<file path="src/jse_pkg.sv">
// Shared types, byte constants and a hex-digit helper for the JSON string escaper.
package jse_pkg;

    localparam int QUEUE_DEPTH = 4;
    localparam int MAX_OUT     = 16;

    localparam logic [7:0] CH_QUOTE  = 8'h22;
    localparam logic [7:0] CH_BSLASH = 8'h5C;
    localparam logic [7:0] CH_U      = 8'h75;
    localparam logic [7:0] CH_ZERO   = 8'h30;
    localparam logic [7:0] CH_N      = 8'h6E;
    localparam logic [7:0] CH_R      = 8'h72;
    localparam logic [7:0] CH_T      = 8'h74;
    localparam logic [7:0] CH_B      = 8'h62;
    localparam logic [7:0] CH_F      = 8'h66;

    localparam logic [7:0] REP_BYTE0 = 8'hEF;
    localparam logic [7:0] REP_BYTE1 = 8'hBF;
    localparam logic [7:0] REP_BYTE2 = 8'hBD;

    localparam logic [7:0] LEAD2_LO  = 8'hC2;
    localparam logic [7:0] LEAD2_HI  = 8'hDF;
    localparam logic [7:0] LEAD3_LO  = 8'hE0;
    localparam logic [7:0] LEAD3_HI  = 8'hEF;
    localparam logic [7:0] LEAD4_LO  = 8'hF0;
    localparam logic [7:0] LEAD4_HI  = 8'hF4;
    localparam logic [7:0] LEAD_SURR = 8'hED;
    localparam logic [7:0] CONT_A0   = 8'hA0;
    localparam logic [7:0] CONT_90   = 8'h90;
    localparam logic [7:0] CTRL_TOP  = 8'h20;
    localparam logic [7:0] ASCII_TOP = 8'h80;

    // One raw text byte
    typedef struct packed {
        logic [7:0] data_byte;
        logic       byte_present;
        logic       text_end;
    } jse_in_t;

    // One output byte
    typedef struct packed {
        logic [7:0] out_byte;
        logic       run_last;
        logic       closing_quote;
    } jse_out_t;

    // Expansion job for one item: open quote, replacements, character bytes,
    // replacements for a truncated sequence, closing quote
    typedef struct packed {
        logic            open_quote;
        logic [2:0]      rep_a;
        logic [2:0]      char_len;
        logic [5:0][7:0] char_bytes;
        logic [1:0]      rep_e;
        logic            close_quote;
        logic [4:0]      out_count;
    } jse_job_t;

    // Lowercase hex digit
    function automatic logic [7:0] nib_to_hex(input logic [3:0] nib);
        logic [7:0] res;
        if (nib < 4'd10)
        begin
            res = 8'h30 + {4'b0, nib};
        end
        else
        begin
            res = 8'h57 + {4'b0, nib};
        end
        return res;
    endfunction

endpackage

</file>
<file path="src/json_string_escape_utf8_sanitize.sv">
// Top level of the JSON string escaper with UTF-8 cleanup.
// One raw byte per item comes in through push/full; quoted, escaped bytes leave one
// per cycle through empty/pop while pop is high. The front end takes an item every
// cycle while the job queue (QUEUE_DEPTH entries, default 4) has room, and turns it
// into a job of 0 to 16 output bytes. The back end presents one job's output bytes
// in turn; plain text runs at one item per cycle while pop is high. Bytes of a
// multi-byte UTF-8 character are held and are not output until the character
// completes. At most 16 bytes leave for any one item.
module json_string_escape_utf8_sanitize
    import jse_pkg::*;
#(
    parameter int QUEUE_DEPTH_P = QUEUE_DEPTH
)
(
    input  logic     clk,
    input  logic     rst_n,
    input  jse_in_t  item,
    input  logic     push,
    output logic     full,
    output jse_out_t result,
    output logic     empty,
    input  logic     pop
);

    jse_job_t front_job, head_job;
    logic     front_valid, job_done, accept;

    assign accept = push && !full;

    jse_front u_front (
        .clk       (clk),
        .rst_n     (rst_n),
        .item      (item),
        .accept    (accept),
        .job       (front_job),
        .job_valid (front_valid)
    );

    jse_queue #(
        .DEPTH (QUEUE_DEPTH_P)
    ) u_queue (
        .clk    (clk),
        .rst_n  (rst_n),
        .wr_en  (front_valid),
        .wr_job (front_job),
        .full   (full),
        .rd_en  (job_done),
        .rd_job (head_job),
        .empty  (empty)
    );

    jse_back u_back (
        .clk       (clk),
        .rst_n     (rst_n),
        .job       (head_job),
        .job_empty (empty),
        .job_done  (job_done),
        .pop       (pop),
        .result    (result)
    );

endmodule

</file>
<file path="src/jse_front.sv">
// Front end: tracks UTF-8 sequence state and turns each item into an expansion job.
module jse_front
    import jse_pkg::*;
(
    input  logic     clk,
    input  logic     rst_n,
    input  jse_in_t  item,
    input  logic     accept,
    output jse_job_t job,
    output logic     job_valid
);

    logic [2:0][7:0] held_reg, held_next;
    logic [1:0]      held_count_reg, held_count_next;
    logic [2:0]      seq_len_reg, seq_len_next;
    logic            inside_reg, inside_next;

    logic [7:0] b;
    logic       cont_ok;
    logic [1:0] store_idx;
    logic [5:0] total;

    assign b = item.data_byte;

    // Check whether the byte may continue the held sequence
    always_comb
    begin
        cont_ok = (b[7:6] == 2'b10);
        if (held_count_reg == 2'd1)
        begin
            if ((held_reg[0] == LEAD3_LO && b < CONT_A0) ||
                (held_reg[0] == LEAD_SURR && b >= CONT_A0) ||
                (held_reg[0] == LEAD4_LO && b < CONT_90) ||
                (held_reg[0] == LEAD4_HI && b >= CONT_90))
            begin
                cont_ok = 1'b0;
            end
        end
    end

    assign store_idx = (held_count_reg == 2'd3) ? 2'd0 : held_count_reg;

    // Build the job and the next sequence state
    always_comb
    begin
        logic start;
        held_next       = held_reg;
        held_count_next = held_count_reg;
        seq_len_next    = seq_len_reg;
        inside_next     = inside_reg;
        job             = '0;
        start           = 1'b0;

        if (accept && (item.byte_present || item.text_end))
        begin
            job.open_quote = !inside_reg;
            inside_next    = 1'b1;
            if (item.byte_present)
            begin
                if (held_count_reg == 2'd0 || seq_len_reg < 3'd2)
                begin
                    start = 1'b1;
                end
                else if (cont_ok)
                begin
                    if ({1'b0, held_count_reg} + 3'd1 >= seq_len_reg)
                    begin
                        // pass the completed sequence through
                        for (int i = 0; i < 3; i++)
                        begin
                            if (i < int'(held_count_reg))
                            begin
                                job.char_bytes[3'(i)] = held_reg[2'(i)];
                            end
                        end
                        job.char_bytes[{1'b0, held_count_reg}] = b;
                        job.char_len    = {1'b0, held_count_reg} + 3'd1;
                        held_count_next = 2'd0;
                        seq_len_next    = 3'd0;
                    end
                    else
                    begin
                        held_next[store_idx] = b;
                        held_count_next      = held_count_reg + 2'd1;
                    end
                end
                else
                begin
                    // drop the broken sequence, then restart on this byte
                    job.rep_a = {1'b0, held_count_reg};
                    start     = 1'b1;
                end

                if (start)
                begin
                    held_count_next = 2'd0;
                    seq_len_next    = 3'd0;
                    if (b < ASCII_TOP)
                    begin
                        job.char_len = 3'd2;
                        job.char_bytes[0] = CH_BSLASH;
                        case (b)
                            CH_QUOTE:  job.char_bytes[1] = CH_QUOTE;
                            CH_BSLASH: job.char_bytes[1] = CH_BSLASH;
                            8'h0A:     job.char_bytes[1] = CH_N;
                            8'h0D:     job.char_bytes[1] = CH_R;
                            8'h09:     job.char_bytes[1] = CH_T;
                            8'h08:     job.char_bytes[1] = CH_B;
                            8'h0C:     job.char_bytes[1] = CH_F;
                            default:
                            begin
                                if (b < CTRL_TOP)
                                begin
                                    job.char_len      = 3'd6;
                                    job.char_bytes[1] = CH_U;
                                    job.char_bytes[2] = CH_ZERO;
                                    job.char_bytes[3] = CH_ZERO;
                                    job.char_bytes[4] = nib_to_hex(b[7:4]);
                                    job.char_bytes[5] = nib_to_hex(b[3:0]);
                                end
                                else
                                begin
                                    job.char_len      = 3'd1;
                                    job.char_bytes[0] = b;
                                end
                            end
                        endcase
                    end
                    else if (b inside {[LEAD2_LO:LEAD2_HI]})
                    begin
                        held_next[0] = b; held_count_next = 2'd1; seq_len_next = 3'd2;
                    end
                    else if (b inside {[LEAD3_LO:LEAD3_HI]})
                    begin
                        held_next[0] = b; held_count_next = 2'd1; seq_len_next = 3'd3;
                    end
                    else if (b inside {[LEAD4_LO:LEAD4_HI]})
                    begin
                        held_next[0] = b; held_count_next = 2'd1; seq_len_next = 3'd4;
                    end
                    else
                    begin
                        job.rep_a = job.rep_a + 3'd1;
                    end
                end
            end

            if (item.text_end)
            begin
                // flush a truncated sequence and close the text
                job.rep_e       = held_count_next;
                job.close_quote = 1'b1;
                held_count_next = 2'd0;
                seq_len_next    = 3'd0;
                inside_next     = 1'b0;
            end
        end

        total = {5'b0, job.open_quote} + 6'({3'b0, job.rep_a} * 6'd3)
              + {3'b0, job.char_len} + 6'({4'b0, job.rep_e} * 6'd3)
              + {5'b0, job.close_quote};
        job.out_count = (total > 6'(MAX_OUT)) ? 5'(MAX_OUT) : total[4:0];
    end

    assign job_valid = (total != 6'd0);

    // Hold the bytes of an incomplete sequence
    always_ff @(posedge clk)
    begin
        held_reg <= held_next;
    end

    // Advance the sequence state
    always_ff @(posedge clk or negedge rst_n)
    begin
        if (!rst_n)
        begin
            held_count_reg <= 2'd0;
            seq_len_reg    <= 3'd0;
            inside_reg     <= 1'b0;
        end
        else
        begin
            held_count_reg <= held_count_next;
            seq_len_reg    <= seq_len_next;
            inside_reg     <= inside_next;
        end
    end

endmodule

</file>
<file path="src/jse_queue.sv">
// Job queue between the front end and the byte expander.
module jse_queue
    import jse_pkg::*;
#(
    parameter int DEPTH = QUEUE_DEPTH
)
(
    input  logic     clk,
    input  logic     rst_n,
    input  logic     wr_en,
    input  jse_job_t wr_job,
    output logic     full,
    input  logic     rd_en,
    output jse_job_t rd_job,
    output logic     empty
);

    localparam int PW = (DEPTH > 1) ? $clog2(DEPTH) : 1;
    localparam int CW = $clog2(DEPTH + 1);

    jse_job_t          mem_reg [DEPTH];
    logic [PW-1:0]     wr_ptr_reg, rd_ptr_reg;
    logic [CW-1:0]     count_reg;
    logic              do_wr, do_rd;

    assign full   = (count_reg == CW'(DEPTH));
    assign empty  = (count_reg == '0);
    assign do_wr  = wr_en && !full;
    assign do_rd  = rd_en && !empty;
    assign rd_job = mem_reg[rd_ptr_reg];

    // Store a job
    always_ff @(posedge clk)
    begin
        if (do_wr)
        begin
            mem_reg[wr_ptr_reg] <= wr_job;
        end
    end

    // Advance pointers and fill count
    always_ff @(posedge clk or negedge rst_n)
    begin
        if (!rst_n)
        begin
            wr_ptr_reg <= '0;
            rd_ptr_reg <= '0;
            count_reg  <= '0;
        end
        else
        begin
            if (do_wr)
            begin
                wr_ptr_reg <= (wr_ptr_reg == PW'(DEPTH - 1)) ? '0 : wr_ptr_reg + PW'(1);
            end
            if (do_rd)
            begin
                rd_ptr_reg <= (rd_ptr_reg == PW'(DEPTH - 1)) ? '0 : rd_ptr_reg + PW'(1);
            end
            count_reg <= count_reg + CW'(do_wr) - CW'(do_rd);
        end
    end

endmodule

</file>
<file path="src/jse_back.sv">
// Back end: walks one job and presents its output bytes one at a time.
module jse_back
    import jse_pkg::*;
(
    input  logic     clk,
    input  logic     rst_n,
    input  jse_job_t job,
    input  logic     job_empty,
    output logic     job_done,
    input  logic     pop,
    output jse_out_t result
);

    logic [3:0] pos_reg, pos_next;
    logic [1:0] rep_reg, rep_next;
    logic [5:0] pos6, a_end, c_end, e_end;
    logic [2:0] q;
    logic       in_rep, last, take;
    logic [7:0] rep_byte;

    assign pos6  = {2'b0, pos_reg};
    assign a_end = {5'b0, job.open_quote} + 6'({3'b0, job.rep_a} * 6'd3);
    assign c_end = a_end + {3'b0, job.char_len};
    assign e_end = c_end + 6'({4'b0, job.rep_e} * 6'd3);
    assign q     = 3'(pos6 - a_end);

    assign in_rep = (pos6 >= {5'b0, job.open_quote} && pos6 < a_end) ||
                    (pos6 >= c_end && pos6 < e_end);
    assign last   = ({1'b0, pos_reg} == job.out_count - 5'd1);
    assign take   = pop && !job_empty;
    assign job_done = take && last;

    // Pick the replacement byte
    always_comb
    begin
        case (rep_reg)
            2'd0:    rep_byte = REP_BYTE0;
            2'd1:    rep_byte = REP_BYTE1;
            default: rep_byte = REP_BYTE2;
        endcase
    end

    // Select the byte at the current position
    always_comb
    begin
        result = '0;
        result.run_last = last;
        if (pos6 < {5'b0, job.open_quote})
        begin
            result.out_byte = CH_QUOTE;
        end
        else if (pos6 < a_end)
        begin
            result.out_byte = rep_byte;
        end
        else if (pos6 < c_end)
        begin
            result.out_byte = job.char_bytes[q];
        end
        else if (pos6 < e_end)
        begin
            result.out_byte = rep_byte;
        end
        else
        begin
            result.out_byte      = CH_QUOTE;
            result.closing_quote = 1'b1;
        end
    end

    // Advance within the job
    always_comb
    begin
        pos_next = pos_reg;
        rep_next = rep_reg;
        if (take)
        begin
            if (last)
            begin
                pos_next = 4'd0;
                rep_next = 2'd0;
            end
            else
            begin
                pos_next = pos_reg + 4'd1;
                rep_next = (in_rep && rep_reg != 2'd2) ? rep_reg + 2'd1 : 2'd0;
            end
        end
    end

    always_ff @(posedge clk or negedge rst_n)
    begin
        if (!rst_n)
        begin
            pos_reg <= 4'd0;
            rep_reg <= 2'd0;
        end
        else
        begin
            pos_reg <= pos_next;
            rep_reg <= rep_next;
        end
    end

endmodule

</file>
<file path="config.mk">
export PLATFORM = sky130hd
export DESIGN_NAME = json_string_escape_utf8_sanitize
export DESIGN_NICKNAME = d
export VERILOG_FILES = /design/src/jse_pkg.sv /design/src/json_string_escape_utf8_sanitize.sv /design/src/jse_front.sv /design/src/jse_queue.sv /design/src/jse_back.sv
export SDC_FILE = /design/constraint.sdc
export NUM_CORES = 1
export LEC_CHECK = 0
export ABC_AREA = 1
export BUFFER_PORTS_ARGS = -buffer_cell sky130_fd_sc_hd__clkbuf_2
export CAP_MARGIN = 20
export CORE_ASPECT_RATIO = 0.7
export CORE_MARGIN = 3
export CORE_UTILIZATION = 65
export DETAILED_ROUTE_END_ITERATION = 10
export PLACE_DENSITY = 0.85
export SYNTH_ARGS = -nofsm -noshare
export SYNTH_HDL_FRONTEND = slang
export SYNTH_SLANG_ARGS = --single-unit
</file>
<file path="constraint.sdc">
create_clock -name clk -period 12.95 [get_ports clk]
set_input_delay 2.59 -clock clk [delete_from_list [all_inputs] [get_ports clk]]
set_output_delay 2.59 -clock clk [all_outputs]
set_load 0.03 [all_outputs]
</file>
=== Yosys cells after proc, flatten, opt, wreduce, memory -nomap -nowiden ===
Memories as Yosys holds them, arrays and structs flattened.
Index checks and enable logic that the tools add are counted.

* Reduce and logical (&&, ||, !) cells: 38
* Bitwise operators: 2
* Multiply operators: 4
* Add/sub/neg operators: 22
* Muxes and demuxes: 102
* Equal/unequal tests: 21
* Order comparisons: 31

{| class="wikitable"
|+ Operators with widths
! kind !! count
|-
| $mux 8 || 37
|-
| $mux 54 || 5
|-
| $mux 51 || 3
|-
| $mux 58 || 1
|-
| $pmux 8 s7 || 1
|-
| $bwmux 48 || 1
|-
| $mux 3 || 16
|-
| $eq 8x4->1 const B || 5
|-
| $ge 8x8->1 const B || 5
|-
| $mux 40 || 1
|-
| $mux 35 || 1
|-
| $demux 8 s2 || 2
|-
| $eq 8x8->1 const B || 4
|-
| $mux 2 || 15
|-
| $bmux 8 s3 || 1
|-
| $bwmux 24 || 1
|-
| $le 8x8->1 const B || 3
|-
| $lt 8x8->1 const B || 3
|-
| $logic_and 1x1->1 || 18
|-
| $lt 4x6->1 || 3
|-
| $add 7x4->8 const A || 2
|-
| $add 6x4->7 const A || 2
|-
| $mux 1 || 14
|-
| $pmux 7 s2 || 1
|-
| other kinds (49) || 75
|}

* RAM bits: 252
* Flip-flop bits (word level): 43
* Memories kept: 1
* Output and inout port bits: 12
* Word-level logic and storage cells: 232

{| class="wikitable"
|+ Memory list
! memory !! words !! bits a word !! read ports !! clocked after Yosys merged registers in !! wr ports !! line !! source
|-
| u_queue.mem_reg || 4 || 63 || 1 || 0 || 1 || jse_queue.sv:21 || <nowiki>jse_job_t mem_reg [DEPTH];</nowiki>
|}

=== Longest topological paths before layout ===
* Depth after elaboration: 34
* Gate-level depth with buffers: 31
* Mapped depth without buffers: 31

=== By module ===
Synthesis repeated with hierarchy kept, for this count alone.

* Cell total of the unflattened synthesis: 1551
* Area, all modules: 15554.9 sq um

{| class="wikitable"
|+ By module, submodules not included
! module !! instances !! seq. area each (sq um) !! area an instance (sq um) !! cells an instance
|-
| jse_queue || 1 || 7742.4 || 10595.2 || 792
|-
| jse_front || 1 || 630.6 || 2899.0 || 441
|-
| jse_back || 1 || 150.1 || 2050.7 || 316
|-
| json_string_escape_utf8_sanitize || 1 || 0.0 || 10.0 || 2
|}

=== Worst setup path after synthesis ===
No wires, ideal clock.

* Path kind: input to register
* Start point: input item[7] (netlist name)
* End point: memory u_queue.mem_reg[0][0] (netlist name) (enable)
* Setup time: 478 ps
* Path buffers: 1
* Stages on the path: 24
* Arrival time: 9329 ps
* Path slack: 3143 ps
* Path through: buf_2 > inv_1 > ha_1 > nand2_1 > o21ai_0 > nand2_1 > nand3_1 > nand2_2 > nand2_1 > nand3_1 > inv_1 > ha_1 > or2_0 > nand3_1 > inv_1 > fa_1 > fa_1 > fa_1 > ha_1 > fa_1 > xnor2_1 > nand4_1 > o21ai_0 > nor2_1

{| class="wikitable"
|+ RTL lines
! item !! line !! source
|-
| from (decl) || json_string_escape_utf8_sanitize.sv:17 || <nowiki>input jse_in_t item,</nowiki>
|-
| to (decl) || jse_queue.sv:21 ||
|}

==> impl_metrics.yaml <==
run_status:
  outcome: "finished, final reports clean"
placement:
  dp.cells: 1599
  dp_hpwl_mm: 21.4
  gp_congestion: 0.939
  port_buffers: 25
  preCtsSetupSlack_ns: 3.82
logic_synthesis:
  syn_area_um2: 13800
  ys_seq_elements: 275
  synth.avg_cell_area_um2: 10.4
  yosysWarnings: 0
  synth_edf_count: 256
  synthArstFlopShare_pct: 6.91
  synthFlopType: "edfxtp_1"
  seq_area_frac_synth_pct: 59.1
  yosysUniqueCellTypes: 46
  synthCells: 1326
critical_path:
  crit_path_end_kind: "output port"
  startpoint_type: "register"
  crit_type: "register to output port"
  cp_max_fo: 65
  required_ns: 10.36
  worstPathArrival_ns: 7.14
final_layout:
  mostFrequentLayoutCell: "edfxtp_1"
  final_cell_count_no_fill: 1647
  nets: 1449
  post_route_cells_drive_above_1_share_pct: 8.14
  n_fill_cell: 1313
  largest_reg_flops: 240
  synthToLayoutAreaGrowth_pct: 9.05
  final_cell_mix: "edfxtp_1 (256), nand2_1 (217), nor2_1 (144)"
detailed_routing:
  post-route-drc-count: 0
  first_pass_iters: 5
  ant_nets: 0
  drt-total-wl_mm: 33.8
  vias: 10300
  initialDrtViolationCount: 1565
  wire_per_inst_um: 20.5
  vias_per_cell: 6.27
clock_network:
  post_cts_buffers: 0
  cts_resized: 0
  cts.hold.buffers_added: 0
  clk_latency_ns: 0.55
  clkTransAtPathRegs_ns: 0.06
  cts_buffer_depth: 3
  cts_sinks: 275
  cts_buffers: 26
  cts_root_buf: "clkbuf_16"
  htree_num_levels: 1
  cts_tree: "yes"
sta:
  timing.hold.ws_ns: 0.495
  fin_ws_ns: 3.22
  slew_headroom_pct: 34.0
  setup-violations-final: 0
  drv_slew: 0
  final.setup.tns_ns: 0
  fmax_mhz: 103
  finalCritPeriodShare_pct: 75.1
  finalCriticalPeriod_ns: 9.73
  fin_worst_skew_ns: 0.0319
  rsz0062_at_grt: "false"
  worst_pin_slew_ns: 0.989
  hold_viol_final: 0
floorplanning:
  die_h_um: 128
  fp.dieW_um: 180
  ios: 26
  core_area_um2: 20300
  start_util_pct: 68.0
  row_count: 43
  dieArea_um2: 23100
grt:
  grt_start_max_net_pins: 71
  grt_pass1_wl_mm: 53.3
  grt-ovfl-total: 0
  grt_pass1_vias: 9815
  grt_antenna_before_repair: 0
  grtUsageTotal_pct: 29.3
hold_path:
  hold_path_class: "register to register"
job:
  max-cap-violations: 0
[per-stage QoR]
step	instance area, um2	util (%)
2_1_floorplan	13900	-
3_3_place_gp	14200	69.9
3_5_place_dp	14200	69.9
4_1_cts	15100	74.1
5_1_grt	15100	74.1
6_report	15100	74.1
[per-layer routing]
layer  part of all wire [%]  routed length, um  GRT usage, %
met2                     43              14600          43.4
met3                     13               4470          7.60
met1                     41              13700          43.5
met5                      0                  0             0
met4                    2.7                925          8.57
[cell usage after synthesis (3+ instances only)]
cell type / instances / area share, %
buf_2: 18 / 0.65
a31oi_1: 7 / 0.32
a21oi_1: 42 / 1.5
clkbuf_1: 31 / 0.84
nor2_4: 4 / 0.33
o22ai_1: 22 / 1.0
inv_1: 121 / 3.3
o211ai_1: 11 / 0.60
dfrtp_1: 19 / 3.4
a32oi_1: 4 / 0.25
buf_4: 5 / 0.27
xor2_1: 8 / 0.51
nand2_1: 217 / 5.9
edfxtp_1: 256 / 56
nor2_1: 148 / 4.0
nand4_1: 13 / 0.59
nor3_1: 11 / 0.40
o21ai_0: 129 / 4.7
nand3_1: 114 / 4.1
ha_1: 64 / 5.8
inv_2: 5 / 0.14
xnor2_1: 7 / 0.44
nand2_2: 9 / 0.41
nor2_2: 3 / 0.14
fa_1: 14 / 2.0
o221ai_1: 17 / 1.1
o21ai_1: 3 / 0.11
[cells by family after synthesis]
group,Yosys count,share of synthesized area (%)
XOR/XNOR,15,0.951
buffers and inverters,184,5.37
other,1,0.0271
flip-flops,275,59.1
adder cells (fa/ha/maj),78,7.82
AO/OA/AOI/OAI,244,10.1
AND/OR/NAND/NOR,529,16.7
[layout make-up]
type                    count  area, um2  share of cell area [%]
clock buffers              32        683                    4.53
well taps                 270        338                    2.24
repair buffers             35        200                    1.33
flip-flops and latches    275       8170                    54.2
inverters                 129        488                    3.24
clock inverters            15        161                    1.07
diodes                      1       2.50                  0.0166
multi-input cells         890       5030                    33.4
[worst paths after layout]
path	start	endpoint	slack, ns	depth (start not counted)
worst max register to register	u_front.held_count_reg[1]	u_queue.count_reg[2]	5.68	27
min in group asynchronous	rst_n	u_back.rep_reg[1]	2.02	1
worst max-delay path	u_queue.rd_ptr_reg[0]	result[4]	3.22	26
worst min register to register	u_front.inside_reg	u_front.inside_reg	0.50	1
max in group asynchronous	rst_n	u_queue.rd_ptr_reg[0]	10.47	1
worst min-delay path	u_front.inside_reg	u_front.inside_reg	0.50	1
[critical path, stage by stage, from the launching register on]
cell and delay [ns]:
dfrtp_4 0.70, clkinv_2 0.69, buf_4 0.62, nor2_1 0.10, o22ai_1 0.26, ha_1 0.23, inv_1 0.06, fa_1 0.52
inv_1 0.09, fa_1 0.54, inv_1 0.07, fa_1 0.53, inv_1 0.04, ha_1 0.22, fa_1 0.48, inv_1 0.04
ha_1 0.26, inv_1 0.05, nor2_1 0.03, o21ai_0 0.16, nand2_1 0.07, nand2_1 0.06, nor2_1 0.04, nand2_2 0.13
nand2_2 0.10, a21oi_1 0.22, clkbuf_2 0.25
Power is not shown: default switching activity piles up to over one toggle a cycle in this logic, so the estimate is an artifact.
